$ cat src/sv/pdg_pkg.sv
package pdg_pkg;

  localparam int COORD_W = 16;
  localparam int QUOTA_W = 13;
  localparam int DIST_W = 33;
  localparam int QUO_W = 12;
  localparam int CS_MIN = 16;
  localparam int QUOTA_MAX = 4096;
  localparam int SCAN_CELLS = 25;
  localparam int SCAN_DRAIN = 3;

  typedef enum logic {
    OP_START = 1'b0,
    OP_CAND  = 1'b1
  } op_t;

  typedef enum logic [1:0] {
    REG_CELL_SIZE   = 2'd0,
    REG_GRID_COLS   = 2'd1,
    REG_GRID_ROWS   = 2'd2,
    REG_MIN_DIST_SQ = 2'd3
  } reg_idx_t;

endpackage

$ cat src/sv/pdg_div.sv
module pdg_div
  import pdg_pkg::*;
(
  input  logic               clk,
  input  logic               rst,
  input  logic               go,
  input  logic [COORD_W-1:0] num_x,
  input  logic [COORD_W-1:0] num_y,
  input  logic [COORD_W-1:0] divisor,
  output logic               done,
  output logic [QUO_W-1:0]   quo_x,
  output logic [QUO_W-1:0]   quo_y
);

  logic                       run;
  logic [$clog2(COORD_W)-1:0] cnt;
  logic [COORD_W-1:0]         sx;
  logic [COORD_W-1:0]         sy;
  logic [COORD_W-1:0]         rx;
  logic [COORD_W-1:0]         ry;
  logic [COORD_W:0]           rx_sh;
  logic [COORD_W:0]           ry_sh;
  logic                       bx;
  logic                       by;

  // Restoring division, one quotient bit per cycle for both coordinates.
  always_comb begin
    rx_sh = {rx, sx[COORD_W-1]};
    ry_sh = {ry, sy[COORD_W-1]};
    bx = rx_sh >= {1'b0, divisor};
    by = ry_sh >= {1'b0, divisor};
  end

  always_ff @(posedge clk) begin
    if (rst) begin
      run <= 1'b0;
      done <= 1'b0;
      cnt <= '0;
    end else begin
      if (go) begin
        run <= 1'b1;
        done <= 1'b0;
        cnt <= '0;
        sx <= num_x;
        sy <= num_y;
        rx <= '0;
        ry <= '0;
      end else if (run) begin
        rx <= bx ? COORD_W'(rx_sh - {1'b0, divisor}) : rx_sh[COORD_W-1:0];
        ry <= by ? COORD_W'(ry_sh - {1'b0, divisor}) : ry_sh[COORD_W-1:0];
        sx <= {sx[COORD_W-2:0], bx};
        sy <= {sy[COORD_W-2:0], by};
        cnt <= cnt + 1'b1;
        done <= (cnt == '1);
        if (cnt == '1) begin
          run <= 1'b0;
        end
      end else begin
        done <= 1'b0;
      end
    end
  end

  // The divisor is at least 16 (CS_MIN), so the quotient fits in the low bits.
  assign quo_x = sx[QUO_W-1:0];
  assign quo_y = sy[QUO_W-1:0];

endmodule

$ cat config.mk
export PLATFORM = sky130hd
export DESIGN_NAME = pdg_div
export DESIGN_NICKNAME = d
export VERILOG_FILES = /design/src/sv/pdg_pkg.sv /design/src/sv/pdg_div.sv
export SDC_FILE = /design/constraint.sdc
export NUM_CORES = 1
export LEC_CHECK = 0
export ABC_CLOCK_PERIOD_IN_PS = 11000
export BUFFER_PORTS_ARGS = -buffer_cell sky130_fd_sc_hd__buf_4
export CAP_MARGIN = 40
export CORE_ASPECT_RATIO = 1.25
export CORE_MARGIN = 2
export CORE_UTILIZATION = 55
export CTS_CLUSTER_DIAMETER = 60
export CTS_CLUSTER_SIZE = 16
export DETAILED_ROUTE_END_ITERATION = 6
export PLACE_DENSITY = 0.78
export SYNTH_ARGS = -nofsm -noshare
export SYNTH_HDL_FRONTEND = slang
export SYNTH_SLANG_ARGS = --single-unit
$ cat constraint.sdc
create_clock -name clk -period 11 [get_ports clk]
set_input_delay 0 -clock clk [delete_from_list [all_inputs] [get_ports clk]]
set_output_delay 0 -clock clk [all_outputs]
set_load 0.01 [all_outputs]
==> metrics <==
outcome=finished, final reports clean; DP HPWL=7617 µm; Gate power share=0.304; Setup crit end kind=register; total routed wirelength=11,310 µm; # hold bufs at CTS=32; routability congestion estimate from global placement=0.8732; Max VDD drop=0.1112 mV; Yosys top cell area share=0.3853; footprint of the multi-input gates=0.002539 mm²; critical path arrival=3110 ps; CTS Buffer Depth=2; FF/Latch Area=0.002042 mm²; Clock Power Share=0.292; r2r endpoint=ry[8]$_SDFFCE_PP0P_; Sink Count=70; Sw Pwr=253.0 µW; clk_skew=7.266 ps; MaxCap Viol Count=0; DR pass1 iterations=5; Power Dens Cells=137.0 mW/mm²; Post-synth top flop=edfxtp_1; Area Overhead vs Synth=20.10%; fin area=0.005989 mm²; die boundary width=89.17 µm; DP Area=0.005448 mm²; initial antenna violation count=0; DR vias=3,876; worst r2r src=ry[13]$_SDFFCE_PP0P_; Port Buffer Count=75; vias in the first global route=3,961; GRT Util Overall=0.2361; Seq pwr share=0.404; Post-synth ARST share=0; htree depth=3; min cycle time layout=3033 ps; core area=0.008748 mm²; die height=110.5 µm; final number of setup-violating endpoints=0; Vias/cell=5.734; Nets=637; Net Count, Synth=558; Mean Syn Cell Area=10.57 µm²; cts bufs inserted=9; share of cells above drive strength 1=0.2518; switching share of power=0.3084; Seq cells post-synth=70; Critical Path RT=11,080 ps; critical path startpoint category=register; WL/cell=16.73 µm; CTS tree=built; Skew-Pair Late Insertion Delay=360 ps; Worst-path clk slew=80 ps; Initial Util=0.5701; Cell Int Power=567.5 µW; Setup TNS Final=0 ps; Hold/Removal Path Class=primary input to register; leakage=0.002541 µW; Reg2Reg Setup Slack=7970 ps; Gate Count Post-Synth=472; Layout fillers=672; initial drt markers=229; hold_sp=num_y[0]; Rows=38; CTS resizes=0; critical path peak fanout=20; relative slew slack=0.4327; Antenna diodes=0; hold depth=3; crit share post-route=0.2757; die area=0.009850 mm²; # IOs=76; Slew Limit Fails=0; synthesis warning total=0; Setup Fix Bufs, Post-CTS=0; Fin. Hold Viols=0; Netlist cell types=66; hold endpoint=sy[0]$_DFFE_PP_; clock root buffer=clkbuf_8; slew of the pin with the lowest slew margin=851.0 ps; Max Clk Rate=329.7 MHz; largest net degree at the start of global routing=73; synth top area cells=edfxtp_1 (39%), ha_1 (8.3%), mux2_2 (7.0%); post-synthesis sequential area ratio=0.4094; Worst R2R Path Depth=8; number of routed nets with antenna violations=0; mapped cell area=0.004987 mm²; CP Class=register to register; first-pass GRT wire length=18,350 µm; RSZ-0062 raised after global routing=no; # DRC=0; GR Overflow Total=0; Post-synth EDFFs=64; post-synth top area cell=edfxtp_1
[Yosys cell counts (all sizes together) (6+ instances only)]
cell type,n
xnor2,13
dfxtp,6
buf,34
or2,6
nor2,37
nor2b,7
o21ai,13
nand3,10
edfxtp,64
a21oi,31
xor2,7
nor3,12
a211oi,7
inv,37
nand2,16
mux2i,24
a21o,9
ha,33
clkbuf,7
nand4,6
mux2,31
[area by class of cell]
| type | instances | share of cell area |
|---|---|---|
| clock buffers | 10 | 0.02131 |
| clock inverters | 6 | 0.01567 |
| inverters | 37 | 0.02319 |
| multi-input cells | 324 | 0.4239 |
| flip-flops and latches | 70 | 0.3409 |
| well taps | 120 | 0.02507 |
| repair buffers | 109 | 0.1500 |
[how the worst max path moves through the flow]
stage                         startpoint              endpoint  slack (ps)  cells after the start
floorplan                             go   rx[0]$_SDFFCE_PP0P_        7190                      4
global placement    ry[13]$_SDFFCE_PP0P_  ry[10]$_SDFFCE_PP0P_        8060                      8
detailed placement  ry[13]$_SDFFCE_PP0P_  ry[10]$_SDFFCE_PP0P_        7970                      8
CTS                 ry[13]$_SDFFCE_PP0P_   ry[5]$_SDFFCE_PP0P_        7960                      8
global route        ry[13]$_SDFFCE_PP0P_  ry[10]$_SDFFCE_PP0P_        7790                      8
finish              ry[13]$_SDFFCE_PP0P_   ry[8]$_SDFFCE_PP0P_        7970                      8
[power groups by stage]
| stage | logic (µW) | registers (µW) | clock network, µW |
|---|---|---|---|
| 3_3_place_gp | 229 | 336 | 0 |
| 3_5_place_dp | 237 | 337 | 0 |
| 4_1_cts | 247 | 331 | 242 |
| 5_1_grt | 276 | 334 | 252 |
| 2_1_floorplan | 189 | 333 | 0 |
| 6_report | 249 | 331 | 240 |
[cells by family after synthesis]
| group | count (synthesis) | share of synthesized area |
|---|---|---|
| xor gates and xnor gates | 20 | 0.03512 |
| buffers and inverters | 78 | 0.08304 |
| AOI/OAI and AO/OA | 100 | 0.1458 |
| adders and majority gates | 35 | 0.09082 |
| and+or+nand+nor | 114 | 0.1177 |
| DFF | 70 | 0.4094 |
| muxes | 55 | 0.1182 |
[flip-flops by register name, summed over array words and instances (netlist names)]
name  flops
ry       16
rx       16
sy       16
done      1
cnt       4
run       1
sx       16
[metrics by stage]
step                      std cells  hold WS, ps  setup WS [ps]    util  total power [µW]
final                           676        10.07           7967  0.6846             820.6
after global routing            676        22.53           7785  0.6846             861.6
after CTS                       676        1.386           7957  0.6846             820.0
after detailed placement        628        246.7           7972  0.6227             574.0
after global placement          628        241.5           8060  0.6227             565.2
after floorplan                 472        76.66           7187       -             522.7
[layer usage]
layer,vias up,wire length (µm),global-route usage
met5,-,0,0
met4,0,204,0.07562
met3,20,684,0.06203
met2,129,5736,0.3960
met1,1845,4686,0.2903
li1,1882,-,-
[critical path, stage by stage, from the launching register on]
cell and delay (ps):
edfxtp_1 410, ha_1 350, a21o_1 240, a211o_1 350, a31oi_4 210, a21boi_4 220
a21boi_4 650, mux2i_1 260, nor2_1 60
[layout by cell type, fill, tap and decap left out, types with 5 or more instances in the layout]
cell type and count:
nand3_1 10, nor3_1 11, mux2i_1 24, ha_1 33, xor2_1 7, dlygate4sd3_1 32
mux2_2 31, clkbuf_8 9, nand4_1 6, a21oi_1 30, nand2_1 16, xnor2_1 13
nor2b_1 5, dfxtp_1 6, nor2_1 36, inv_1 37, buf_4 77, a211oi_1 5
a21o_1 9, edfxtp_1 64, o21ai_0 13
Power figures use the tool's default switching activity.
